`src/sv/pba_pkg.sv`:
```
// Shared types and constants of the paged bump allocator.
package pba_pkg;

   localparam int SIZE_W   = 16;
   localparam int HEADER_W = 8;
   localparam int PAGE_W   = 4;
   localparam int CSR_IW   = 1;

   localparam logic [SIZE_W-1:0]   PAGE_BYTES_RESET   = 16'd256;
   localparam logic [HEADER_W-1:0] HEADER_BYTES_RESET = 8'd24;

   localparam logic [CSR_IW-1:0] CSR_PAGE_BYTES   = 1'b0;
   localparam logic [CSR_IW-1:0] CSR_HEADER_BYTES = 1'b1;

   localparam logic MODE_ALLOC      = 1'b0;
   localparam logic MODE_POOL_RESET = 1'b1;

   typedef enum logic [1:0] {
      STATUS_OK       = 2'd0,
      STATUS_OVERSIZE = 2'd1,
      STATUS_FULL     = 2'd2,
      STATUS_RESET    = 2'd3
   } status_type;

   typedef struct packed {
      logic [SIZE_W-1:0]   page_bytes;
      logic [HEADER_W-1:0] header_bytes;
   } cfg_type;

   typedef struct packed {
      logic              granted;
      logic [PAGE_W-1:0] page_index;
      logic [SIZE_W-1:0] byte_offset;
      status_type        status;
   } result_type;

endpackage

```
`src/sv/pba_ram.sv`:
```
// Generic single-port-write, single-port-read RAM with registered read data.
module pba_ram #(
   parameter int WIDTH = 16,
   parameter int DEPTH = 16
) (
   input  logic                                   clock,
   input  logic                                   wr_en,
   input  logic [(DEPTH > 1 ? $clog2(DEPTH) : 1)-1:0] wr_addr,
   input  logic [WIDTH-1:0]                       wr_data,
   input  logic [(DEPTH > 1 ? $clog2(DEPTH) : 1)-1:0] rd_addr,
   output logic [WIDTH-1:0]                       rd_data
);

   logic [WIDTH-1:0] mem [DEPTH];
   logic [WIDTH-1:0] rd_data_ff;

   always_ff @(posedge clock) begin
      if (wr_en) begin
         mem[wr_addr] <= wr_data;
      end
      rd_data_ff <= mem[rd_addr];
   end

   assign rd_data = rd_data_ff;

endmodule

```
`src/sv/pba_search.sv`:
```
// Page fill memory, newest-to-oldest first-fit search and page opening.
module pba_search #(
   parameter int MAX_PAGES = 16
) (
   input  logic                          clock,
   input  logic                          reset,
   input  pba_pkg::cfg_type              cfg,
   input  logic                          req_valid,
   output logic                          req_stall,
   input  logic                          req_mode,
   input  logic [pba_pkg::SIZE_W-1:0]    req_request_size,
   output logic                          res_valid,
   input  logic                          res_take,
   output pba_pkg::result_type           res
);
   import pba_pkg::*;

   localparam int AW = (MAX_PAGES > 1) ? $clog2(MAX_PAGES) : 1;
   localparam int PW = $clog2(MAX_PAGES + 1);

   typedef enum logic [3:0] {
      ST_INIT   = 4'b0001,
      ST_IDLE   = 4'b0010,
      ST_SEARCH = 4'b0100,
      ST_DONE   = 4'b1000
   } state_type;

   state_type         state_ff, state_in;
   logic [PW-1:0]     pages_open_ff, pages_open_in;
   logic [AW-1:0]     cur_ff, cur_in;
   logic [SIZE_W-1:0] size_ff, size_in;
   result_type        res_ff, res_in;

   logic              wr_en;
   logic [AW-1:0]     wr_addr;
   logic [SIZE_W-1:0] wr_data;
   logic [AW-1:0]     rd_addr;
   logic [SIZE_W-1:0] rd_data;

   logic [SIZE_W-1:0] header_ext;
   logic [SIZE_W-1:0] usable;
   logic [SIZE_W-1:0] remaining;
   logic [PW-1:0]     pages_last;
   logic [AW+3:0]     cur_ext;
   logic [PW+3:0]     open_ext;

   pba_ram #(
      .WIDTH (SIZE_W),
      .DEPTH (MAX_PAGES)
   ) u_fill_ram (
      .clock   (clock),
      .wr_en   (wr_en),
      .wr_addr (wr_addr),
      .wr_data (wr_data),
      .rd_addr (rd_addr),
      .rd_data (rd_data)
   );

   assign header_ext = {{(SIZE_W-HEADER_W){1'b0}}, cfg.header_bytes};
   assign usable     = (cfg.page_bytes > header_ext) ? cfg.page_bytes - header_ext : '0;
   assign remaining  = (cfg.page_bytes > rd_data) ? cfg.page_bytes - rd_data : '0;
   assign pages_last = pages_open_ff - PW'(1);
   assign cur_ext    = {4'b0000, cur_ff};
   assign open_ext   = {4'b0000, pages_open_ff};

   always_comb begin
      state_in      = state_ff;
      pages_open_in = pages_open_ff;
      cur_in        = cur_ff;
      size_in       = size_ff;
      res_in        = res_ff;
      wr_en         = 1'b0;
      wr_addr       = '0;
      wr_data       = header_ext;
      rd_addr       = cur_ff - AW'(1);
      case (state_ff)
         ST_INIT: begin
            wr_en    = 1'b1;
            state_in = ST_IDLE;
         end
         ST_IDLE: begin
            rd_addr = pages_last[AW-1:0];
            if (req_valid) begin
               size_in = req_request_size;
               res_in  = '{granted: 1'b0, page_index: '0, byte_offset: '0,
                           status: STATUS_OK};
               if (req_mode == MODE_POOL_RESET) begin
                  wr_en         = 1'b1;
                  pages_open_in = PW'(1);
                  res_in.status = STATUS_RESET;
                  state_in      = ST_DONE;
               end else if (req_request_size > usable) begin
                  res_in.status = STATUS_OVERSIZE;
                  state_in      = ST_DONE;
               end else begin
                  cur_in   = pages_last[AW-1:0];
                  state_in = ST_SEARCH;
               end
            end
         end
         ST_SEARCH: begin
            if (size_ff <= remaining) begin
               wr_en              = 1'b1;
               wr_addr            = cur_ff;
               wr_data            = rd_data + size_ff;
               res_in.granted     = 1'b1;
               res_in.page_index  = cur_ext[3:0];
               res_in.byte_offset = rd_data;
               state_in           = ST_DONE;
            end else if (cur_ff == '0) begin
               if (pages_open_ff == PW'(MAX_PAGES)) begin
                  res_in.status = STATUS_FULL;
               end else begin
                  wr_en              = 1'b1;
                  wr_addr            = pages_open_ff[AW-1:0];
                  wr_data            = header_ext + size_ff;
                  pages_open_in      = pages_open_ff + PW'(1);
                  res_in.granted     = 1'b1;
                  res_in.page_index  = open_ext[3:0];
                  res_in.byte_offset = header_ext;
               end
               state_in = ST_DONE;
            end else begin
               cur_in = cur_ff - AW'(1);
            end
         end
         ST_DONE: begin
            if (res_take) begin
               state_in = ST_IDLE;
            end
         end
         default: begin
            state_in = ST_INIT;
         end
      endcase
   end

   always_ff @(posedge clock) begin
      if (reset) begin
         state_ff      <= ST_INIT;
         pages_open_ff <= PW'(1);
      end else begin
         state_ff      <= state_in;
         pages_open_ff <= pages_open_in;
      end
   end

   always_ff @(posedge clock) begin
      cur_ff  <= cur_in;
      size_ff <= size_in;
      res_ff  <= res_in;
   end

   assign req_stall = (state_ff != ST_IDLE);
   assign res_valid = (state_ff == ST_DONE);
   assign res       = res_ff;

endmodule

```
`src/sv/paged_bump_allocator_top.sv`:
```
// Paged bump allocator: configuration registers, search engine and result register.
//
// An allocation searches the open pages from the newest to the oldest, one
// page fill read from the fill RAM per cycle, and takes the first page with
// room; when none fits it opens a new page. The search visits from 1 up to
// the number of open pages (at most MAX_PAGES), and a new request is taken
// only after the result of the last one has gone into the result register.
// A pool reset or an oversized request skips the search. After reset the
// block writes the fill of page 0 before it accepts a beat. The result register
// lets the next request beat be taken while a result beat still waits.
module paged_bump_allocator_top #(
   parameter int MAX_PAGES = 16
) (
   input  logic        clock,
   input  logic        reset,
   input  logic        req_valid,
   output logic        req_stall,
   input  logic        req_mode,
   input  logic [15:0] req_request_size,
   output logic        rsp_valid,
   input  logic        rsp_stall,
   output logic        rsp_granted,
   output logic [3:0]  rsp_page_index,
   output logic [15:0] rsp_byte_offset,
   output logic [1:0]  rsp_status,
   input  logic        csr_valid,
   output logic        csr_ready,
   input  logic [0:0]  csr_index,
   input  logic [15:0] csr_data
);
   import pba_pkg::*;

   cfg_type    cfg_ff, cfg_in;
   result_type res;
   result_type rsp_ff, rsp_in;
   logic       rsp_valid_ff, rsp_valid_in;
   logic       res_valid;
   logic       res_take;

   assign csr_ready = 1'b1;

   always_comb begin
      cfg_in = cfg_ff;
      if (csr_valid && csr_ready) begin
         case (csr_index)
            CSR_PAGE_BYTES:   cfg_in.page_bytes   = csr_data;
            CSR_HEADER_BYTES: cfg_in.header_bytes = csr_data[HEADER_W-1:0];
            default:          cfg_in = cfg_ff;
         endcase
      end
   end

   pba_search #(
      .MAX_PAGES (MAX_PAGES)
   ) u_search (
      .clock            (clock),
      .reset            (reset),
      .cfg              (cfg_ff),
      .req_valid        (req_valid),
      .req_stall        (req_stall),
      .req_mode         (req_mode),
      .req_request_size (req_request_size),
      .res_valid        (res_valid),
      .res_take         (res_take),
      .res              (res)
   );

   assign res_take     = !rsp_valid_ff || !rsp_stall;
   assign rsp_valid_in = res_valid ? 1'b1 : (rsp_valid_ff && rsp_stall);
   assign rsp_in       = (res_valid && res_take) ? res : rsp_ff;

   always_ff @(posedge clock) begin
      if (reset) begin
         cfg_ff.page_bytes   <= PAGE_BYTES_RESET;
         cfg_ff.header_bytes <= HEADER_BYTES_RESET;
         rsp_valid_ff        <= 1'b0;
      end else begin
         cfg_ff       <= cfg_in;
         rsp_valid_ff <= rsp_valid_in;
      end
   end

   always_ff @(posedge clock) begin
      rsp_ff <= rsp_in;
   end

   assign rsp_valid       = rsp_valid_ff;
   assign rsp_granted     = rsp_ff.granted;
   assign rsp_page_index  = rsp_ff.page_index;
   assign rsp_byte_offset = rsp_ff.byte_offset;
   assign rsp_status      = rsp_ff.status;

   a_refused_zero: assert property (@(posedge clock) disable iff (reset)
      rsp_valid && !rsp_granted |-> rsp_page_index == '0 && rsp_byte_offset == '0)
      else $error("refused result beat carries a nonzero page or offset");

   a_grant_status: assert property (@(posedge clock) disable iff (reset)
      rsp_valid |-> (rsp_granted == (rsp_status == STATUS_OK)))
      else $error("granted flag disagrees with status");

   a_busy_after_accept: assert property (@(posedge clock) disable iff (reset)
      req_valid && !req_stall |=> req_stall)
      else $error("request accepted while previous request still in flight");

endmodule

```
`config.mk`:
```
export PLATFORM = sky130hd
export DESIGN_NAME = paged_bump_allocator_top
export DESIGN_NICKNAME = d
export VERILOG_FILES = /design/src/sv/pba_pkg.sv /design/src/sv/pba_ram.sv /design/src/sv/pba_search.sv /design/src/sv/paged_bump_allocator_top.sv
export SDC_FILE = /design/constraint.sdc
export NUM_CORES = 1
export LEC_CHECK = 0
export BUFFER_PORTS_ARGS = -buffer_cell sky130_fd_sc_hd__buf_2
export CORE_ASPECT_RATIO = 1.4
export CORE_MARGIN = 10
export CORE_UTILIZATION = 50
export CTS_BUF_LIST = sky130_fd_sc_hd__clkbuf_4 sky130_fd_sc_hd__clkbuf_8
export CTS_CLUSTER_DIAMETER = 30
export DETAILED_ROUTE_END_ITERATION = 8
export GPL_TIMING_DRIVEN = 0
export PLACE_DENSITY_LB_ADDON = 0.1
export SETUP_SLACK_MARGIN = 0.15
export SYNTH_ARGS = -nofsm -noshare
export SYNTH_HDL_FRONTEND = slang
export SYNTH_HIERARCHICAL = 1
export SYNTH_SLANG_ARGS = --single-unit
export TNS_END_PERCENT = 50
```
`constraint.sdc`:
```
create_clock -name clock -period 5.8 [get_ports clock]
set_input_delay 0.58 -clock clock [delete_from_list [all_inputs] [get_ports clock]]
set_output_delay 0.58 -clock clock [all_outputs]
set_load 0.01 [all_outputs]
```
---- Word level (Yosys, flattened, before mapping) ----
Memories as Yosys holds them, arrays and structs flattened. A register that Yosys moved wholly into a read port is not among the register bits.
Index checks and enable logic that the tools add are counted.
operators by class
  $add $sub $neg .......................... 7
  order comparisons ....................... 4
  equality and inequality tests ........... 18
  muxes and demuxes ....................... 48
  bitwise logic cells ..................... 1
  reduce and logical (&&, ||, !) cells .... 15
operator list
  operator                                                number
  two-way mux 16 bit                                      6
  two-way mux 4 bit                                       16
  two-way mux 23 bit                                      2
  one-hot mux 23 bit (2 select lines)                     1
  two-way mux 21 bit                                      2
  greater-than comparator 16 bit                          2
  two-way mux 5 bit                                       5
  adder 16 bit                                            1
  adder 8 x 16 -> 16 bit                                  1
  greater-than comparator 16 x 8 -> 1 bit                 1
  less-or-equal comparator 16 bit                         1
  one-hot mux 4 bit (4 select lines)                      1
  subtractor 16 bit                                       1
  subtractor 16 x 8 -> 16 bit                             1
  inequality test 2 bit (second input constant)           7
  AND reduction 6 bit                                     2
  one-hot mux 5 bit (2 select lines)                      1
  two-way mux 1 bit                                       9
  one-hot mux 4 bit (2 select lines)                      1
  subtractor 4 x 1 -> 4 bit (second input constant)       2
  two-way mux 2 bit                                       3
  inequality test 2 x 1 -> 1 bit (second input constant)  3
  AND reduction 2 bit                                     3
  adder 5 x 1 -> 5 bit (second input constant)            1
  18 further kinds                                        20
word-level totals
  register bits after elaboration ......... 100
  bits in writable memories ............... 256
  logic and storage cells ................. 109
  memories ................................ 1
memories
  memory                   words  width  read ports  clocked after memory_dff  write ports  line           RTL
  u_search.u_fill_ram.mem  16     16     1           1                         1            pba_ram.sv:14  logic [WIDTH-1:0] mem [DEPTH];

---- Logic depth before layout (Yosys ltp) ----
  word-level depth ........................ 7
  gate-level depth with buffers ........... 23
  depth with buffers taken out ............ 21

---- By module ----
The synthesis kept the hierarchy.
by module, submodules not included
  module                    times used  cells each  area each (µm²)  seq. area each (µm²)
  pba_ram                   1           432         10042.1          8007.7
  pba_search                1           694         5851.9           1471.4
  paged_bump_allocator_top  1           130         1780.5           1191.1

---- Worst setup path after synthesis ----
OpenSTA, ideal clock, no wires.
  path type ............................... register to register
  start point ............................. register cfg_ff[8] (netlist bit)
  end point ............................... memory u_search.u_fill_ram.mem[0][0], enable pin
  library setup time ...................... 0.409 ns
  arrival ................................. 5.505 ns
  data required time ...................... 5.391 ns
  setup slack ............................. -0.114 ns
  cell stages (with the launch flop) ...... 24
  buffers on the path ..................... 2
  clock period less this slack ............ 5.914 ns
  cell sequence ........................... dfxtp_1 inv_1 ha_1 inv_1 fa_1 a21o_1 a21o_1 a221oi_2 nor2_1 a221oi_1 a21oi_1 buf_2 nand2_1 ha_1 a21oi_1 o21ai_0 a221oi_1 a31oi_2 buf_2 and2_1 nand2_1 a21oi_1 or3b_2 nor3_1
on the way
  elaborated cells between the ends (all ways) .. 10
  classes of those cells .................. add/sub (1); order compare (2); mux (7)
RTL lines
  item                                                                        line                            RTL
  start, declared                                                             paged_bump_allocator_top.sv:33  cfg_type cfg_ff, cfg_in;
  start signal, assigned                                                      paged_bump_allocator_top.sv:78  cfg_ff <= cfg_in;
  subtractor 16 bit / greater-than comparator 16 bit (equally long branches)  pba_search.sv:61                assign remaining = (cfg.page_bytes > rd_data) ? cfg.page_bytes - rd_data : '0;
  two-way mux 16 bit (*)                                                      pba_search.sv:61
  less-or-equal comparator 16 bit (*)                                         pba_search.sv:102               if (size_ff <= remaining) begin
  two-way mux 4 bit (*)                                                       pba_search.sv:102
  two-way mux 4 bit (*)                                                       pba_search.sv:76                case (state_ff)
  via u_search.wr_addr[2]                                                     pba_search.sv:35                logic [AW-1:0] wr_addr;
  end, declared                                                               pba_ram.sv:14
The timed path passes the listed nets; every way through them passes the cells marked *.

---- Final worst setup path ----
  start point ............................. register cfg_ff[8] (netlist bit)
  end point ............................... memory u_search.u_fill_ram.mem[7][15], enable pin
The elaborated chain is that of the path after synthesis.

==> run metrics <==
fill count=around 2800; final wirelength=roughly 44 mm; Initial DRT Pass Iterations=5; Post-Syn Nets=1382; Worst-path clk slew=approximately 0.06 ns; crit path DAT=about 5.8 ns; P&R area growth vs syn=18.0%; Fin Setup TNS=0 ns; violation count after the first detailed-route iteration=slightly below 600; Final setup viols=0; CP required=6.12 ns; drc violations=0; FMAX=183 MHz; later-pin clock latency in the skew report=approximately 0.64 ns; clk buf depth=3; post-synthesis register bit count=about 370; Yosys warnings=6; first-pass GRT wire length=67.9 mm; critical path buffer and inverter count=4; Die W=around 180 um; Core Util, Final=0.597; Post-synth EDFFs=between 300 and 400; num rows=81; HP Class=input pin to flip-flop; Fin Clk Skew=between 0.02 and 0.025 ns; Layout Cells excl Fill=slightly below 2000; Main synth FF type=edfxtp_1; worst path cell trace=inv_1 -> ha_1 -> inv_1 -> fa_2 -> a21o_1 -> a21o_1 -> a221oi_4 -> nor2_2 -> a221oi_2 -> a21oi_4 -> buf_6 -> nand2_1 -> ha_1 -> nand4_1 -> nor4_2 -> a21bo_2 -> a31o_4 -> nor2_1 -> nand2_1 -> a21oi_4 -> nand2_1 -> nor2_2 -> buf_8; die height=between 200 and 250 um; cts bufs inserted=61; Synth Cell Area=~18000 um^2; Startpoint Class=flip-flop; RSZ-0062 raised after global routing=true; Top delay family on crit path=compound AO/OA/AOI/OAI gates; sequential-to-total area share from yosys stat=0.604; post-synthesis async set-or-reset flop share=0; Critical Path Source=cfg_ff[8]; Post-DRT Antenna Nets=0; top-level I/O count=65; slowest stage cell, crit path=fa_2; Tcrit/Tclk final=0.944; Die Area=roughly 43000 um^2; pwr/cell area=around 340 nW/um^2; Post-DP HPWL=around 33 mm; Vias/cell=5.74; n_diodes=0; critical path's most frequent cell=nand2_1; critical path class=flip-flop to flip-flop; via count=between 10000 and 15000; All-Layer GR Usage=0.207; crit end category=flip-flop; peak supply drop=229 uV; Final Hold Vio Count=0; FF-to-FF Start=cfg_ff[8]; Synth cell types=82; Pleak=between 0.007 and 0.008 uW; drt wl/cell=~23 um; Core Area=35000 um^2; Slew @ Worst Pin=between 1 and 1.5 ns; routability cong.=roughly 0.95; H-tree Lvls=2; fraction of layout cells with a size suffix above 1=0.236; vias in the first global route=around 12000; worst min-delay path startpoint=req_request_size[6]; Initial Utilization=0.505; Inst Count DP=1793; Max Slew Vio Count=0; IO Port Bufs=63; Root Buffer=clkbuf_8; CTS tree=done; crit-path max FO=13; Clock Sinks=372; fin crit period=5.48 ns; Max Cap Violations=0; Syn Area/Cell=14.1 um^2; Cells after Synth=1256; slowest stage delay, CP=~0.34 ns; initial antenna violation count=0; total global routing overflow=0; Final Total Pwr=7120 uW; Max transition margin=0.149; Final nets=approximately 1600; status=complete, no violations; largest net degree at the start of global routing=24
-- cells in the final DEF (no fill, tap or decap), drive strengths merged, types with 21 or more instances in the layout --
cell type | Yosys | final
edfxtp | 322 | 322
buf | 28 | 142
clkbuf | 16 | 95
nand2 | 84 | 84
ha | 83 | 83
nor2 | 82 | 82
a21oi | 65 | 65
mux4 | 64 | 64
inv | 49 | 52
dfxtp | 50 | 50
o21ai | 40 | 40
nand2b | 37 | 37
a22oi | 34 | 34
xnor2 | 27 | 27
a21o | 26 | 26
mux2i | 24 | 24
clkinv | 1 | 24
xor2 | 22 | 22
nor3 | 21 | 21
-- sequential cells by signal (all words and copies together) (netlist names) --
register,cells
u_search/u_fill_ram/mem,256
cfg_ff,24
u_search/res,23
rsp_byte_offset,16
u_search/size_ff,16
u_search/u_fill_ram/rd_data,16
u_search/pages_open_ff,5
rsp_page_index,4
u_search/cur_ff,4
u_search/state_ff,4
rsp_status,2
rsp_granted,1
rsp_valid,1
-- final cells by class --
cell class	instances	area, um^2	share of cell area
Sequential cell	372	10700	0.512
Multi-Input combinational cell	790	6890	0.330
Clock buffer	79	987	0.0473
Timing Repair Buffer	114	860	0.0412
Tap cell	456	571	0.0274
Clock inverter	36	424	0.0203
Buffer	44	263	0.0126
Inverter	50	193	0.00924
-- power by group --
group | internal (uW) | switching [uW] | total, uW
combinational | 609 | 831 | 1440
clock | 1530 | 1060 | 2590
sequential | 3010 | 79.0 | 3090
-- stage by stage --
step                      cell area (um^2)  hold WS [ns]  setup slack, ns
after floorplan                      17700         0.400            0.100
after global placement               18600         0.402            -2.21
after detailed placement             18900         0.407           -0.810
after CTS                            20700         0.110            0.154
after global routing                 20900         0.110            0.127
final                                20900         0.148            0.324
-- cells by family after synthesis --
family                     count (synthesis)  synth area share
buffers and inverters                     94            0.0248
muxes                                     88            0.0973
AOI/OAI and AO/OA                        241            0.0920
DFF                                      372             0.604
and+or+nand+nor                          324            0.0945
adders and majority gates                 87            0.0633
other                                      1          0.000212
xor gates and xnor gates                  49            0.0243
-- Yosys cell counts (all sizes together), types with 18 or more instances --
master	number	area, um^2
a21o	26	195
xnor2	27	236
nor2	82	313
a21oi	65	325
nand2b	37	231
edfxtp	322	9670
a22oi	34	255
nor3	21	105
inv	49	184
mux4	64	1480
nand2	84	325
buf	28	185
ha	83	1040
o21ai	40	204
nor2b	18	113
dfxtp	50	1000
mux2i	24	240
xor2	22	193
-- per-layer routing --
metal,global-route usage,up-vias,share of wire
li1,-,5242,-
met1,0.228,5464,0.37
met2,0.367,315,0.53
met3,0.0340,126,0.050
met4,0.114,0,0.057
met5,0,-,0
-- timing repair --
item / in CTS / in global routing
pin swaps: 12 / 13
cloned: 0 / 0
gates resized for setup: 42 / 13
endpoints found under the setup margin: 432 / 377
setup buffers: 21 / 11
hold buffers: 0 / 0
-- path summary, 6_finish.rpt --
kind,endpoint,slack [ns],cells past startpoint
worst max register to register,u_search/u_fill_ram/mem[7][15],0.32,23
worst min-delay path,u_search/size_ff[6],0.15,1
worst max-delay path,u_search/u_fill_ram/mem[7][15],0.32,23
worst min register to register,rsp_byte_offset[14],0.41,0
(Power assumes the default switching activity.)
